--- src/rtl/pgmr_pkg.sv ---
// Shared types and constants for the 16-bit binary PGM stream reader.
package pgmr_pkg;

   localparam int DIM_BITS_DEFAULT = 16;

   localparam logic [1:0] KIND_HEADER = 2'd0;
   localparam logic [1:0] KIND_PIXEL  = 2'd1;
   localparam logic [1:0] KIND_ERROR  = 2'd2;

   localparam logic [2:0] ERR_NOT_P5      = 3'd0;
   localparam logic [2:0] ERR_TRUNCATED   = 3'd1;
   localparam logic [2:0] ERR_INVALID     = 3'd2;
   localparam logic [2:0] ERR_EIGHT_BIT   = 3'd3;
   localparam logic [2:0] ERR_SHORT_DATA  = 3'd4;

   localparam logic [7:0] CH_TAB   = 8'h09;
   localparam logic [7:0] CH_LF    = 8'h0A;
   localparam logic [7:0] CH_CR    = 8'h0D;
   localparam logic [7:0] CH_SPACE = 8'h20;
   localparam logic [7:0] CH_HASH  = 8'h23;
   localparam logic [7:0] CH_PLUS  = 8'h2B;
   localparam logic [7:0] CH_MINUS = 8'h2D;
   localparam logic [7:0] CH_ZERO  = 8'h30;
   localparam logic [7:0] CH_NINE  = 8'h39;
   localparam logic [7:0] CH_FIVE  = 8'h35;
   localparam logic [7:0] CH_P     = 8'h50;

   localparam logic [1:0] MAGIC_NONE = 2'd0;
   localparam logic [1:0] MAGIC_P    = 2'd1;
   localparam logic [1:0] MAGIC_P5   = 2'd2;
   localparam logic [1:0] MAGIC_BAD  = 2'd3;

   localparam logic [1:0] TOK_MAGIC  = 2'd0;
   localparam logic [1:0] TOK_WIDTH  = 2'd1;
   localparam logic [1:0] TOK_HEIGHT = 2'd2;
   localparam logic [1:0] TOK_MAXVAL = 2'd3;

   localparam int SAMPLE_MAX    = 65535;
   localparam int EIGHT_BIT_MAX = 255;

   typedef struct packed {
      logic        fail;
      logic        accept;
      logic [2:0]  code;
      logic [15:0] width;
      logic [15:0] height;
      logic [15:0] maxval;
   } hdr_res_type;

   typedef struct packed {
      logic        valid;
      logic [15:0] value;
      logic        last;
   } pix_res_type;

endpackage

--- src/rtl/pgmr_header.sv ---
// Header tokenizer: magic check, number parsing and header validation.
module pgmr_header
   import pgmr_pkg::*;
#(
   parameter int DIM_BITS = DIM_BITS_DEFAULT
) (
   input  logic                    clock,
   input  logic                    reset,
   input  logic                    step,
   input  logic                    first,
   input  logic                    eof,
   input  logic [7:0]              byte_value,
   output hdr_res_type             res,
   output logic [2*DIM_BITS-1:0]   image_pixels
);

   localparam int AccBits = (DIM_BITS > 16) ? DIM_BITS : 16;
   localparam int AccW    = AccBits + 1;
   localparam int MulW    = AccW + 4;
   localparam logic [AccW-1:0] AccLimit = AccW'(1 << AccBits);
   localparam logic [AccW-1:0] DimMax   = AccW'((1 << DIM_BITS) - 1);

   logic [1:0]          token_number_ff, token_number_in, cur_token_number;
   logic                token_started_ff, token_started_in, cur_token_started;
   logic                in_comment_ff, in_comment_in, cur_in_comment;
   logic [1:0]          magic_ff, magic_in, cur_magic;
   logic                negative_ff, negative_in, cur_negative;
   logic                stopped_ff, stopped_in, cur_stopped;
   logic [AccW-1:0]     accum_ff, accum_in, cur_accum;
   logic [DIM_BITS-1:0] width_ff, width_in, cur_width;
   logic [DIM_BITS-1:0] height_ff, height_in, cur_height;

   logic                is_space;
   logic                is_digit;
   logic [3:0]          digit;
   logic [MulW-1:0]     acc_mul;
   logic [AccW-1:0]     acc_next;
   logic [DIM_BITS-1:0] dim_value;
   logic                max_ok;
   logic [15:0]         maxval_sat;
   logic                chk_fail;
   logic [2:0]          chk_code;

   assign cur_token_number  = first ? TOK_MAGIC : token_number_ff;
   assign cur_token_started = first ? 1'b0 : token_started_ff;
   assign cur_in_comment    = first ? 1'b0 : in_comment_ff;
   assign cur_magic         = first ? MAGIC_NONE : magic_ff;
   assign cur_negative      = first ? 1'b0 : negative_ff;
   assign cur_stopped       = first ? 1'b0 : stopped_ff;
   assign cur_accum         = first ? '0 : accum_ff;
   assign cur_width         = first ? '0 : width_ff;
   assign cur_height        = first ? '0 : height_ff;

   assign is_space = (byte_value == CH_SPACE) ||
                     ((byte_value >= CH_TAB) && (byte_value <= CH_CR));
   assign is_digit = (byte_value >= CH_ZERO) && (byte_value <= CH_NINE);
   assign digit    = 4'(byte_value - CH_ZERO);
   assign acc_mul  = (MulW'(cur_accum) << 3) + (MulW'(cur_accum) << 1) + MulW'(digit);
   assign acc_next = (acc_mul > MulW'(AccLimit)) ? AccLimit : acc_mul[AccW-1:0];

   assign dim_value = (cur_negative || (cur_accum == '0) || (cur_accum > DimMax)) ?
                      '0 : cur_accum[DIM_BITS-1:0];

   assign max_ok     = !cur_negative && (cur_accum != '0);
   assign maxval_sat = (cur_accum > AccW'(SAMPLE_MAX)) ? 16'hFFFF : cur_accum[15:0];

   always_comb begin
      chk_fail = 1'b0;
      chk_code = ERR_INVALID;
      if ((cur_width == '0) || (cur_height == '0) || !max_ok) begin
         chk_fail = 1'b1;
      end else if (maxval_sat <= 16'(EIGHT_BIT_MAX)) begin
         chk_fail = 1'b1;
         chk_code = ERR_EIGHT_BIT;
      end
   end

   assign image_pixels = (2*DIM_BITS)'(cur_width) * (2*DIM_BITS)'(cur_height);

   always_comb begin
      token_number_in  = cur_token_number;
      token_started_in = cur_token_started;
      in_comment_in    = cur_in_comment;
      magic_in         = cur_magic;
      negative_in      = cur_negative;
      stopped_in       = cur_stopped;
      accum_in         = cur_accum;
      width_in         = cur_width;
      height_in        = cur_height;
      res              = '0;
      if (step) begin
         if (eof) begin
            res.fail = 1'b1;
            if (cur_token_number == TOK_MAGIC) begin
               res.code = (cur_magic == MAGIC_P5) ? ERR_TRUNCATED : ERR_NOT_P5;
            end else if ((cur_token_number != TOK_MAXVAL) || !cur_token_started) begin
               res.code = ERR_TRUNCATED;
            end else begin
               res.code = chk_fail ? chk_code : ERR_SHORT_DATA;
            end
         end else if (cur_in_comment) begin
            if (byte_value == CH_LF) begin
               in_comment_in = 1'b0;
            end
         end else if (byte_value == CH_HASH) begin
            in_comment_in = 1'b1;
         end else if (is_space) begin
            if (cur_token_started) begin
               token_started_in = 1'b0;
               magic_in         = MAGIC_NONE;
               negative_in      = 1'b0;
               stopped_in       = 1'b0;
               accum_in         = '0;
               case (cur_token_number)
                  TOK_MAGIC: begin
                     if (cur_magic != MAGIC_P5) begin
                        res.fail = 1'b1;
                        res.code = ERR_NOT_P5;
                     end
                     token_number_in = TOK_WIDTH;
                  end
                  TOK_WIDTH: begin
                     width_in        = dim_value;
                     token_number_in = TOK_HEIGHT;
                  end
                  TOK_HEIGHT: begin
                     height_in       = dim_value;
                     token_number_in = TOK_MAXVAL;
                  end
                  default: begin
                     if (chk_fail) begin
                        res.fail = 1'b1;
                        res.code = chk_code;
                     end else begin
                        res.accept = 1'b1;
                        res.width  = 16'(cur_width);
                        res.height = 16'(cur_height);
                        res.maxval = maxval_sat;
                     end
                  end
               endcase
            end
         end else begin
            if (cur_token_number == TOK_MAGIC) begin
               case (cur_magic)
                  MAGIC_NONE: magic_in = (byte_value == CH_P) ? MAGIC_P : MAGIC_BAD;
                  MAGIC_P:    magic_in = (byte_value == CH_FIVE) ? MAGIC_P5 : MAGIC_BAD;
                  default:    magic_in = MAGIC_BAD;
               endcase
            end else if (!cur_token_started &&
                         ((byte_value == CH_PLUS) || (byte_value == CH_MINUS))) begin
               negative_in = (byte_value == CH_MINUS);
            end else if (!cur_stopped && is_digit) begin
               accum_in = acc_next;
            end else begin
               stopped_in = 1'b1;
            end
            token_started_in = 1'b1;
         end
      end
   end

   always_ff @(posedge clock) begin
      if (reset) begin
         token_number_ff  <= TOK_MAGIC;
         token_started_ff <= 1'b0;
         in_comment_ff    <= 1'b0;
         magic_ff         <= MAGIC_NONE;
         negative_ff      <= 1'b0;
         stopped_ff       <= 1'b0;
         accum_ff         <= '0;
         width_ff         <= '0;
         height_ff        <= '0;
      end else if (step) begin
         token_number_ff  <= token_number_in;
         token_started_ff <= token_started_in;
         in_comment_ff    <= in_comment_in;
         magic_ff         <= magic_in;
         negative_ff      <= negative_in;
         stopped_ff       <= stopped_in;
         accum_ff         <= accum_in;
         width_ff         <= width_in;
         height_ff        <= height_in;
      end
   end

endmodule

--- src/rtl/pgmr_pixel.sv ---
// Pixel assembler: pairs bytes into big-endian samples and counts down the image.
module pgmr_pixel
   import pgmr_pkg::*;
#(
   parameter int DIM_BITS = DIM_BITS_DEFAULT
) (
   input  logic                  clock,
   input  logic                  reset,
   input  logic                  load,
   input  logic [2*DIM_BITS-1:0] image_pixels,
   input  logic                  step,
   input  logic [7:0]            byte_value,
   output pix_res_type           res
);

   logic [2*DIM_BITS-1:0] left_ff;
   logic [7:0]            high_ff;
   logic                  have_ff;

   assign res.valid = step && have_ff;
   assign res.value = {high_ff, byte_value};
   assign res.last  = (left_ff == (2*DIM_BITS)'(1));

   always_ff @(posedge clock) begin
      if (reset) begin
         left_ff <= '0;
         have_ff <= 1'b0;
      end else if (load) begin
         left_ff <= image_pixels;
         have_ff <= 1'b0;
      end else if (step) begin
         if (have_ff) begin
            have_ff <= 1'b0;
            left_ff <= left_ff - (2*DIM_BITS)'(1);
         end else begin
            have_ff <= 1'b1;
         end
      end
   end

   always_ff @(posedge clock) begin
      if (step && !have_ff) begin
         high_ff <= byte_value;
      end
   end

endmodule

--- src/rtl/pgm16_stream_reader.sv ---
// Top level of the 16-bit binary PGM stream reader.
// Takes one file byte (or an end-of-file marker) per transaction and returns at most one
// result per transaction: a header result after the whitespace that ends maxval, one pixel
// result for every second data byte, or one error. An item passes an input register, the
// combinational parsing logic and a result register, and a new one can be accepted on every
// cycle; throughput is one byte per clock, limited only by rsp_stall. Start every file with
// req_first_byte set; after an error or the final pixel, items are dropped until the next
// first byte.
module pgm16_stream_reader
   import pgmr_pkg::*;
#(
   parameter int DIM_BITS = DIM_BITS_DEFAULT
) (
   input  logic        clock,
   input  logic        reset,
   input  logic        req_valid,
   output logic        req_stall,
   input  logic        req_mode,
   input  logic        req_first_byte,
   input  logic [7:0]  req_byte_value,
   output logic        rsp_valid,
   input  logic        rsp_stall,
   output logic [1:0]  rsp_kind,
   output logic [2:0]  rsp_error_code,
   output logic [15:0] rsp_image_width,
   output logic [15:0] rsp_image_height,
   output logic [15:0] rsp_max_sample,
   output logic [15:0] rsp_pixel_value,
   output logic        rsp_last_pixel
);

   typedef enum logic [1:0] {
      PH_HEADER,
      PH_PIXELS,
      PH_DONE
   } phase_type;

   phase_type   phase_ff, phase_in, phase_cur;

   logic        in_valid_ff;
   logic        in_mode_ff;
   logic        in_first_ff;
   logic [7:0]  in_byte_ff;

   logic        out_valid_ff, out_valid_in;
   logic [1:0]  out_kind_ff, out_kind_in;
   logic [2:0]  out_code_ff, out_code_in;
   logic [15:0] out_width_ff, out_width_in;
   logic [15:0] out_height_ff, out_height_in;
   logic [15:0] out_maxval_ff, out_maxval_in;
   logic [15:0] out_pixel_ff, out_pixel_in;
   logic        out_last_ff, out_last_in;

   logic        can_load;
   logic        fire;
   logic        accept;
   logic        hdr_step;
   logic        pix_step;

   hdr_res_type           hdr_res;
   pix_res_type           pix_res;
   logic [2*DIM_BITS-1:0] image_pixels;

   assign can_load  = !out_valid_ff || !rsp_stall;
   assign fire      = in_valid_ff && can_load;
   assign req_stall = in_valid_ff && !can_load;
   assign accept    = req_valid && !req_stall;

   assign phase_cur = in_first_ff ? PH_HEADER : phase_ff;
   assign hdr_step  = fire && (phase_cur == PH_HEADER);
   assign pix_step  = fire && (phase_cur == PH_PIXELS) && !in_mode_ff;

   pgmr_header #(
      .DIM_BITS (DIM_BITS)
   ) u_header (
      .clock        (clock),
      .reset        (reset),
      .step         (hdr_step),
      .first        (in_first_ff),
      .eof          (in_mode_ff),
      .byte_value   (in_byte_ff),
      .res          (hdr_res),
      .image_pixels (image_pixels)
   );

   pgmr_pixel #(
      .DIM_BITS (DIM_BITS)
   ) u_pixel (
      .clock        (clock),
      .reset        (reset),
      .load         (hdr_res.accept),
      .image_pixels (image_pixels),
      .step         (pix_step),
      .byte_value   (in_byte_ff),
      .res          (pix_res)
   );

   always_comb begin
      phase_in      = phase_cur;
      out_valid_in  = 1'b0;
      out_kind_in   = KIND_ERROR;
      out_code_in   = ERR_NOT_P5;
      out_width_in  = '0;
      out_height_in = '0;
      out_maxval_in = '0;
      out_pixel_in  = '0;
      out_last_in   = 1'b0;
      case (phase_cur)
         PH_HEADER: begin
            if (hdr_res.fail) begin
               out_valid_in = 1'b1;
               out_code_in  = hdr_res.code;
               phase_in     = PH_DONE;
            end else if (hdr_res.accept) begin
               out_valid_in  = 1'b1;
               out_kind_in   = KIND_HEADER;
               out_width_in  = hdr_res.width;
               out_height_in = hdr_res.height;
               out_maxval_in = hdr_res.maxval;
               phase_in      = PH_PIXELS;
            end
         end
         PH_PIXELS: begin
            if (in_mode_ff) begin
               out_valid_in = 1'b1;
               out_code_in  = ERR_SHORT_DATA;
               phase_in     = PH_DONE;
            end else if (pix_res.valid) begin
               out_valid_in = 1'b1;
               out_kind_in  = KIND_PIXEL;
               out_pixel_in = pix_res.value;
               out_last_in  = pix_res.last;
               if (pix_res.last) begin
                  phase_in = PH_DONE;
               end
            end
         end
         default: begin
            phase_in = PH_DONE;
         end
      endcase
   end

   always_ff @(posedge clock) begin
      if (reset) begin
         phase_ff     <= PH_HEADER;
         in_valid_ff  <= 1'b0;
         out_valid_ff <= 1'b0;
      end else begin
         if (accept) begin
            in_valid_ff <= 1'b1;
         end else if (fire) begin
            in_valid_ff <= 1'b0;
         end
         if (fire) begin
            phase_ff     <= phase_in;
            out_valid_ff <= out_valid_in;
         end else if (!rsp_stall) begin
            out_valid_ff <= 1'b0;
         end
      end
      if (accept) begin
         in_mode_ff  <= req_mode;
         in_first_ff <= req_first_byte;
         in_byte_ff  <= req_byte_value;
      end
      if (fire) begin
         out_kind_ff   <= out_kind_in;
         out_code_ff   <= out_code_in;
         out_width_ff  <= out_width_in;
         out_height_ff <= out_height_in;
         out_maxval_ff <= out_maxval_in;
         out_pixel_ff  <= out_pixel_in;
         out_last_ff   <= out_last_in;
      end
   end

   assign rsp_valid        = out_valid_ff;
   assign rsp_kind         = out_kind_ff;
   assign rsp_error_code   = (out_kind_ff == KIND_ERROR) ? out_code_ff : ERR_NOT_P5;
   assign rsp_image_width  = out_width_ff;
   assign rsp_image_height = out_height_ff;
   assign rsp_max_sample   = out_maxval_ff;
   assign rsp_pixel_value  = out_pixel_ff;
   assign rsp_last_pixel   = out_last_ff;

endmodule
--- config.mk ---
export PLATFORM = sky130hd
export DESIGN_NAME = pgm16_stream_reader
export DESIGN_NICKNAME = d
export VERILOG_FILES = /design/src/rtl/pgmr_pkg.sv /design/src/rtl/pgmr_header.sv /design/src/rtl/pgmr_pixel.sv /design/src/rtl/pgm16_stream_reader.sv
export SDC_FILE = /design/constraint.sdc
export NUM_CORES = 1
export LEC_CHECK = 0
export BUFFER_PORTS_ARGS = -buffer_cell sky130_fd_sc_hd__buf_2
export CORE_ASPECT_RATIO = 0.9
export CORE_MARGIN = 10
export CORE_UTILIZATION = 30
export CTS_CLUSTER_SIZE = 12
export DETAILED_ROUTE_END_ITERATION = 6
export GPL_TIMING_DRIVEN = 0
export SLEW_MARGIN = 0
export SYNTH_ARGS = -nofsm -noshare
export SYNTH_HDL_FRONTEND = slang
export SYNTH_SLANG_ARGS = --single-unit
--- constraint.sdc ---
create_clock -name clock -period 8.4 [get_ports clock]
set_input_delay 1.26 -clock clock [delete_from_list [all_inputs] [get_ports clock]]
set_output_delay 1.26 -clock clock [all_outputs]
set_load 0.05 [all_outputs]
==> metrics, run 1 <==
status=finished, final reports clean; Final GP Congestion=around 0.89; Final min period=around 8 ns; met3 Use GR=4.34%; first-pass GRT wire length=between 80000 and 90000 um; Sink Count=182; CP max FO=10; Initial DRC Count=around 1200; Seq/Total Area, Yosys=around 25%; pre-CTS worst setup slack=-0.0366 ns; drt via density=5.18; final number of hold-violating endpoints=0; final worst setup slack=between 0.3 and 0.4 ns; cell area after synthesis=about 18000 um^2; Hold Path End=u_pixel.left_ff[20]$_SDFFE_PP0P_; setup repair bufs after CTS=0; worst hold path class=register to register; initial antenna violation count=4; crit start category=register; Clock transition at path regs=roughly 0.070 ns; P_sw=between 0.0005 and 0.0006 W; largest area contributor in the netlist=fa_1; Reg power frac=between 40% and 50%; Crit path arrival time=8.40 ns; grt met1 use=around a fifth; Setup-failing EPs final=0; Clk Latency, worst-skew pair=between 0.4 and 0.5 ns; worst flop-to-flop path endpoint=u_pixel.left_ff[24]$_SDFFE_PP0P_; RSZ-0062 raised after global routing=false; Pwr per Cell Area=approximately 94 nW/um^2; Final Max Slew Viols=0; drt total wl=about 57000 um; Cell Int Power=between 0.001 and 0.0015 W; commonest non-fill, non-tap cell in the layout=inv_1; Post-Syn Nets=2359; initial core utilization=a little under a third; grt total ovfl=0; Core ar.=approximately 60000 um^2; dpl cells=2879; final net count=between 2000 and 2500; GRT Total Usage=between 15 and 20%; H-tree levels=4; die width=279 um; Largest stage delay, worst path=0.57 ns; pin count of the biggest net entering global routing=44; relative slew slack=29.6%; DR vias=15100; number of remaining DRC errors=0; Yosys reg bits=roughly 180; final worst-path cycle share=95.5%; vias in the first global route=between 15000 and 20000; Comb pwr share=6.9%; Power Total=roughly 0.0019 W; I/O Buffers=84; fillers=~6000; Cell Rows=85; die area=70800 um^2; measured slew at the worst slew-check pin=between 1 and 1.5 ns; Layout Utilization=33.8%; number of cells produced by synthesis=between 2000 and 2500; Initial DRT Pass Iterations=6; share of layout cells above drive strength 1=roughly 8.0%; routed length per placed instance=about 20 um; critical path required time=just under 9 ns; Max Root-Sink Buffers=2; share of the synthesized area in the top cell type=between 20% and 30%; post-synth cell types=around 90; Num CTS Buffers=17; CTS tree=done; die height=253 um; syn avg cell area=9.03 um^2; Pleak=between 9 and 10 nW; reg2reg start=in_first_ff$_DFFE_PP_; hpwl dp=~45000 um; Switching Fraction=~27%; I/O pin count=86; Non-Filler Instances=just under 3000; most frequent cells in the layout=259 x inv_1, 204 x nand2_1, 196 x fa_1; highest clock rate=~0.12 GHz; Yosys warnings=0; GRT busiest layer=met2; max_cap viols=0; GR Util met2=a little over a quarter; critical path class=register to register; CTS Root Cell=clkbuf_16; worst hold path startpoint=u_pixel.left_ff[20]$_SDFFE_PP0P_; asr flop ratio synth=0%; Slowest-stage cell, CP=fa_1; hold slack=about 0.50 ns; flop2flop setup slack=0.38 ns; EDFF count, synth=approximately 90; DRT antenna net count=0; cell mode on critical path=fa_1; clock power share=~43%; Reg2Reg Depth=25; Layout Skew=about 0.013 ns; main flop type after synthesis=dfxtp_1; Synth area leaders=fa_1 22%, edfxtp_1 15%, dfxtp_1 10%; crit end category=register; synth-to-layout area growth=11.6%; worst vdd ir=0.000145 V; Cells on Worst Hold Path=1
==> area by class of cell <==
class | instances | area [um^2] | share of cell area (%)
diodes | 2 | 5.00 | 0.0247
flip-flops and latches | 182 | 4520 | 22.3
clock inverters | 12 | 120 | 0.593
repair buffers | 86 | 455 | 2.25
clock buffers | 20 | 459 | 2.27
well taps | 783 | 980 | 4.84
multi-input cells | 1466 | 12300 | 60.7
inverters | 261 | 982 | 4.85
plain buffers | 100 | 430 | 2.12
==> Yosys cell counts, types with 32 or more instances <==
master	number
o21ai_0	42
dfxtp_1	94
nor2_1	128
edfxtp_1	88
fa_1	196
nor2b_1	32
and2_1	175
nand2_1	204
ha_1	139
clkbuf_1	87
a21oi_1	97
inv_1	259
a211oi_1	43
nor3_1	43
==> repair_timing <==
action                                  in CTS  in global routing
pin swaps                                    0                  0
endpoints found under the setup margin       4                 13
resized for setup                            2                 34
hold buffers                                 0                  0
==> state kept, by name, summed over array words and instances, names as in the netlist, 3 cells and up <==
register / flops
in_byte_ff: 8
out_code_ff: 3
rsp_image_height: 16
rsp_image_width: 16
rsp_max_sample: 16
rsp_pixel_value: 16
u_header.accum_ff: 17
u_header.height_ff: 16
u_header.width_ff: 16
u_pixel.high_ff: 8
u_pixel.left_ff: 32
==> critical path: cells and delay by family, from the launching register on <==
family	cells	cell delay, ns
flip-flops	1	0.42
AND/OR/NAND/NOR	5	1.30
adder cells (fa/ha/maj)	7	3.57
AO/OA/AOI/OAI	6	1.17
buffers and inverters	7	1.45
==> how the worst max path moves through the flow <==
stage / startpoint / endpoint / slack [ns] / cells after the start
3_5_place_dp: in_first_ff$_DFFE_PP_ / u_pixel.left_ff[24]$_SDFFE_PP0P_ / -0.04 / 25
3_3_place_gp: in_first_ff$_DFFE_PP_ / u_pixel.left_ff[28]$_SDFFE_PP0P_ / -0.06 / 25
4_1_cts: in_first_ff$_DFFE_PP_ / u_pixel.left_ff[24]$_SDFFE_PP0P_ / 0.04 / 25
5_1_grt: in_first_ff$_DFFE_PP_ / u_pixel.left_ff[28]$_SDFFE_PP0P_ / 0.06 / 25
6_report: in_first_ff$_DFFE_PP_ / u_pixel.left_ff[24]$_SDFFE_PP0P_ / 0.38 / 25
2_1_floorplan: in_first_ff$_DFFE_PP_ / u_pixel.left_ff[24]$_SDFFE_PP0P_ / 1.47 / 25
==> stage by stage <==
| step | instance area (um^2) | TNS, ns |
|---|---|---|
| 2_1_floorplan | 18200 | 0 |
| 4_1_cts | 20200 | 0 |
| 5_1_grt | 20300 | 0 |
| 3_5_place_dp | 19600 | -0.0718 |
| 6_report | 20300 | 0 |
| 3_3_place_gp | 19600 | -0.130 |
==> per-layer routing <==
metal | routed length [um] | part of all wire, %
met1 | 23900 | 42
met2 | 26800 | 47
met3 | 4280 | 7.5
met4 | 1850 | 3.3
met5 | 14 | 0.025
==> power groups by stage <==
stage / combinational (W) / clock [W] / sequential, W
2_1_floorplan: 0.0000632 / 0 / 0.000991
3_3_place_gp: 0.000125 / 0 / 0.000974
3_5_place_dp: 0.000129 / 0 / 0.000973
4_1_cts: 0.000130 / 0.000843 / 0.000953
5_1_grt: 0.000141 / 0.000877 / 0.000954
6_report: 0.000131 / 0.000824 / 0.000953
==> cells by family (layout without fill, tap and decap cells) <==
| family | after synthesis | in the layout | synth area share [%] |
|---|---|---|---|
| compound gates | 326 | 326 | 12.0 |
| fa+ha+maj | 335 | 335 | 31.2 |
| buf+inv | 362 | 479 | 7.74 |
| xor+xnor | 54 | 54 | 2.60 |
| mux | 5 | 5 | 0.282 |
| simple gates | 746 | 746 | 21.3 |
| other cells | 0 | 2 | 0 |
| flops | 182 | 182 | 24.9 |
Note: power is estimated with default switching activity, not from simulation.
==> inputs of run 2 (changes only) <==
- SYNTH_HIERARCHICAL: unset -> 1
==> metrics, run 2 <==
status=finished, final reports clean; Yosys reg bits=around 180; share of layout cells above drive strength 1=roughly a tenth; Clk Latency, worst-skew pair=around 0.46 ns; Yosys warnings=6; Initial DRC Count=~1500; GRT Total Usage=16.0%; most frequent cells in the layout=274 x inv_1, 220 x and2_1, 196 x fa_1; H-tree levels=4; vias in the first global route=roughly 16000; measured slew at the worst slew-check pin=about 1 ns; Cell Int Power=roughly 0.0014 W; Final Cell Area=approximately 21000 um^2; max_cap viols=0; Post-DP Area=approximately 20000 um^2; DRT antenna net count=0; pin count of the biggest net entering global routing=74; final worst setup slack=0.317 ns; P_sw=0.000609 W; critical path class=register to register; Seq/Total Area, Yosys=about a quarter; max reg flops=32; biggest regs=u_pixel/left_ff: 32 flops, u_header/accum_ff: 17 flops; hpwl dp=45400 um; Initial DRT Pass Iterations=6; Crit path arrival time=8.41 ns; Comb pwr share=10.2%; die height=approximately 260 um; pre-CTS worst setup slack=-1.38 ns; final worst-path cycle share=a little over nine tenths; EDFF count, synth=slightly below 90; grt total ovfl=0; Final GP Congestion=~0.92; Max Root-Sink Buffers=2; relative slew slack=31.4%; share of the synthesized area in the top cell type=between 20% and 30%; main flop type after synthesis=dfxtp_1; RSZ-0062 raised after global routing=false; count leader, synth=inv_1; crit start category=register; Sink Count=182; final net count=about 2500; CTS tree=done; Core ar.=between 60000 and 70000 um^2; cell area after synthesis=18700 um^2; Reg power frac=between 40% and 50%; fillers=6342; Clock transition at path regs=approximately 0.080 ns; initial antenna violation count=3; clock power share=42.4%; I/O Buffers=85; Pwr per Cell Area=around 97 nW/um^2; WL met3=about 4800 um; die area=72800 um^2; Synth area leaders=fa_1 21%, edfxtp_1 14%, dfxtp_1 10%; Switching Fraction=29.8%; Num CTS Buffers=17; highest clock rate=0.124 GHz; Setup Total Neg Slack=0 ns; Final Max Slew Viols=0; drt via density=5.14; final number of hold-violating endpoints=0; Cell Rows=between 80 and 90; routed length per placed instance=19.2 um; worst hold path class=register to register; critical path required time=just under 9 ns; crit end category=register; I/O pin count=between 80 and 90; largest area contributor in the netlist=fa_1; Synth top cells by count=275 x inv_1, 220 x and2_1, 196 x fa_1; synth-to-layout area growth=12.3%; drt total wl=58600 um; Final min period=8.08 ns; initial core utilization=30.4%; Layout Skew=roughly 0.016 ns; met2 routed WL=25600 um; worst vdd ir=around 0.00014 V; CP max FO=10; first-pass GRT wire length=around 93000 um; top sig layer=met4; number of cells produced by synthesis=2086; CTS Root Cell=clkbuf_16; DR vias=15700; commonest non-fill, non-tap cell in the layout=inv_1; WL met1=about 27000 um; number of remaining DRC errors=0; Post-Syn Nets=around 2400; asr flop ratio synth=0%; post-synth cell types=90; Pleak=slightly below 10 nW; hold slack=around 0.48 ns; Top reg by flops=u_pixel/left_ff; Setup-failing EPs final=0; syn avg cell area=between 8 and 9 um^2; die width=~280 um
==> run 2: cell types whose count changed after synthesis, moves of 9 or more <==
cell	previous run	this run
a211oi_1	43	20
buf_2	1	13
and2_1	175	220
o211a_1	1	10
or4_1	4	15
o21ai_0	42	58
nand2_1	204	195
nor3_1	43	29
a21oi_1	97	78
a311oi_1	2	15
xor2_1	27	17
o31ai_1	1	17
inv_1	259	275
==> run 2: metrics by stage <==
stage,power (W),utilization [%],cells
floorplan,0.00112,-,2086
finish,0.00204,34.2,3048
global placement,0.00119,32.8,3007
detailed placement,0.00119,32.8,3007
global route,0.00211,34.2,3047
CTS,0.00206,34.0,3043
==> run 2: worst paths after layout <==
| kind | start | end | slack, ns | depth (start not counted) |
|---|---|---|---|---|
| max | in_first_ff$_DFFE_PP_ | u_pixel/left_ff[31]$_SDFFE_PP0P_ | 0.32 | 27 |
| min reg2reg | in_byte_ff[3]$_DFFE_PP_ | u_pixel/high_ff[3]$_DFFE_PP_ | 0.48 | 0 |
| min | in_byte_ff[3]$_DFFE_PP_ | u_pixel/high_ff[3]$_DFFE_PP_ | 0.48 | 0 |
| max reg2reg | in_first_ff$_DFFE_PP_ | u_pixel/left_ff[31]$_SDFFE_PP0P_ | 0.32 | 27 |
==> run 2: power groups by stage <==
stage                     sequential (W)  combinational (W)  clock, W
after floorplan                  0.00104          0.0000865         0
after global placement          0.000989           0.000201         0
after detailed placement        0.000989           0.000203         0
after CTS                       0.000968           0.000206  0.000882
after global routing            0.000971           0.000222  0.000917
final                           0.000968           0.000209  0.000868
==> run 2: layout make-up <==
cell class | count | area [um^2] | share of cell area (%)
Antenna cell | 2 | 5.00 | 0.0238
Buffer | 120 | 568 | 2.70
Clock buffer | 17 | 425 | 2.02
Clock inverter | 15 | 199 | 0.946
Inverter | 277 | 1040 | 4.96
Multi-Input combinational cell | 1506 | 12700 | 60.5
Sequential cell | 182 | 4520 | 21.5
Tap cell | 836 | 1050 | 4.98
Timing Repair Buffer | 93 | 498 | 2.37
==> run 2: timing repair <==
item | CTS | global route
gates resized for setup | 42 | 23
hold endpoints to repair | 0 | 0
endpoints found under the setup margin | 18 | 3
pin swaps | 0 | 0
setup buffers | 5 | 3
hold buffers | 0 | 0
==> run 2: worst max-delay path: stages (launching register included) <==
cell      delay [ns]
edfxtp_1        0.45
buf_4           0.23
buf_2           0.24
nor2b_1         0.14
clkbuf_2        0.34
clkbuf_4        0.33
nand2_1         0.10
fa_1            0.53
fa_1            0.55
inv_1           0.05
fa_1            0.49
fa_1            0.59
fa_1            0.46
fa_1            0.53
ha_1            0.40
and3_1          0.30
a31oi_1         0.18
o21ai_0         0.13
a41oi_2         0.31
o21ai_2         0.14
a211o_1         0.29
a31o_2          0.24
a21oi_1         0.17
xnor2_1         0.11
and2_1          0.17
a31o_2          0.21
a32oi_1         0.16
o211ai_1        0.12
==> run 2: kinds of logic (layout without fill, tap and decap cells) <==
family / Yosys count / in the layout / synth area share (%)
adders and majority gates: 335 / 335 / 30.2
other: 0 / 2 / 0
buffers and inverters: 398 / 522 / 8.30
xor gates and xnor gates: 51 / 51 / 2.39
AOI/OAI and AO/OA: 345 / 345 / 12.7
and+or+nand+nor: 773 / 773 / 22.2
DFF: 182 / 182 / 24.2
muxes: 2 / 2 / 0.107
==> run 2: per-layer routing <==
layer	global-route usage, %	up-vias
li1	-	7184
met1	22.6	7720
met2	24.3	679
met3	3.03	93
met4	4.61	0
met5	0	-
==> inputs of run 3 (changes only) <==
- BUFFER_PORTS_ARGS: -buffer_cell sky130_fd_sc_hd__buf_2 -> unset
- DONT_BUFFER_PORTS: unset -> 1
==> metrics, run 3 (synthesis results as in run 2) <==
highest clock rate=approximately 0.12 GHz; measured slew at the worst slew-check pin=a little over 1 ns; Setup-failing EPs final=0; CTS tree=done; Initial DRC Count=around 1400; Pleak=9.37 nW; GRT Total Usage=between 10% and 20%; fillers=6374; Crit path arrival time=between 8 and 9 ns; first-pass GRT wire length=about 91000 um; pin count of the biggest net entering global routing=74; Final min period=between 8 and 9 ns; Pwr per Cell Area=96.5 nW/um^2; Final GP Congestion=roughly 0.9; Sink Count=roughly 180; vias in the first global route=15400; crit end category=register; Non-Filler Instances=~3000; DR vias=15400; Core ar.=approximately 62000 um^2; drt via density=5.22; relative slew slack=between 30% and 40%; Initial DRT Pass Iterations=7; final net count=2461; critical path required time=slightly below 9 ns; Max Root-Sink Buffers=2; cts hold-fix bufs=0; routed length per placed instance=slightly below 20 um; I/O pin count=between 80 and 90; hpwl dp=between 40000 and 50000 um; max_cap viols=0; DRT antenna net count=0; drt total wl=a little under 60000 um; n_diodes=0; commonest non-fill, non-tap cell in the layout=inv_1; grt total ovfl=0; Clk Latency, worst-skew pair=between 0.4 and 0.5 ns; Multi-input gate area=around 13000 um^2; die height=257 um; Layout Skew=0.0163 ns; crit start category=register; die area=~73000 um^2; Final Max Slew Viols=0; Cell Rows=86; Top reg by flops=u_pixel/left_ff; most frequent cells in the layout=274 x inv_1, 220 x and2_1, 196 x fa_1; share of layout cells above drive strength 1=about 6.1%; die width=roughly 280 um; max reg flops=32; number of remaining DRC errors=8; status=complete, but fails checks; biggest regs=u_pixel/left_ff: 32 flops, u_header/accum_ff: 17 flops; dpl cells=slightly below 3000; critical path class=register to register; CP max FO=10; final worst-path cycle share=96.6%; synth-to-layout area growth=9.68%; initial core utilization=between 30 and 40%; failing checks=DRC; worst vdd ir=roughly 0.00012 V; initial antenna violation count=3; Num CTS Buffers=17; Setup Total Neg Slack=0 ns; I/O Buffers=0; register area=4520 um^2; H-tree levels=4; worst hold path class=register to register; Clock transition at path regs=0.08 ns; final number of hold-violating endpoints=0; CTS Root Cell=clkbuf_16
run 3: metal layers:
layer,global-route usage (%),up-vias,routed length (um)
li1,-,7018,-
met2,24.1,658,25800
met1,22.5,7694,26500
met4,4.15,0,1170
met3,2.51,76,4440
met5,0,-,0
run 3: worst paths after layout:
kind              cells after the start  slack (ns)                         startpoint                                end
setup / recovery                     27        0.28              in_first_ff$_DFFE_PP_   u_pixel/left_ff[31]$_SDFFE_PP0P_
hold reg to reg                       2        0.50  u_header/magic_ff[1]$_SDFFE_PP0P_  u_header/magic_ff[1]$_SDFFE_PP0P_
hold / removal                        2        0.50  u_header/magic_ff[1]$_SDFFE_PP0P_  u_header/magic_ff[1]$_SDFFE_PP0P_
setup reg to reg                     27        0.28              in_first_ff$_DFFE_PP_   u_pixel/left_ff[31]$_SDFFE_PP0P_
run 3: critical path, cell delays in order, from the launching register on:
cell	delay, ns
edfxtp_1	0.48
buf_4	0.25
nor2b_2	0.54
clkbuf_2	0.41
nand2_1	0.13
fa_1	0.53
fa_1	0.54
fa_1	0.52
inv_1	0.05
fa_1	0.52
fa_1	0.50
inv_1	0.06
fa_1	0.53
inv_1	0.06
ha_1	0.35
and3_2	0.28
a31oi_1	0.18
o21ai_0	0.13
a41oi_2	0.31
o21ai_2	0.15
a211o_1	0.30
a31o_2	0.24
a21oi_1	0.17
xnor2_1	0.11
and2_1	0.18
a31o_2	0.20
a32oi_1	0.15
o211ai_1	0.11
run 3: stage by stage:
step / utilization (%) / power (W) / worst slack [ns] / hold slack (ns) / cell area (um^2)
final: 33.4 / 0.00198 / 0.284 / 0.498 / 20500
after global routing: 33.4 / 0.00205 / -0.00132 / 0.515 / 20500
after floorplan: - / 0.00112 / 0.778 / 0.446 / 18700
after CTS: 33.2 / 0.00200 / 0.00583 / 0.493 / 20500
after detailed placement: 32.1 / 0.00118 / -1.33 / 0.482 / 19800
after global placement: 32.1 / 0.00117 / -1.24 / 0.472 / 19800
run 3: layout make-up:
type	instances	share of cell area [%]
well taps	836	5.09
multi-input cells	1506	61.9
plain buffers	120	2.78
flip-flops and latches	182	22.0
inverters	277	5.07
repair buffers	8	0.292
clock inverters	14	0.725
clock buffers	18	2.09
run 3: repair_timing:
action | in CTS | in global routing
setup buffers | 3 | 5
resized for setup | 42 | 28
gates cloned | 0 | 0
hold endpoints to repair | 0 | 0
endpoints found under the setup margin | 18 | 3
run 3: where the power goes:
group / switching (W) / internal [W] / total [W]
registers: 0.0000741 / 0.000953 / 0.00103
logic: 0.0000982 / 0.0000365 / 0.000135
clock network: 0.000420 / 0.000400 / 0.000821
total: 0.000592 / 0.00139 / 0.00198
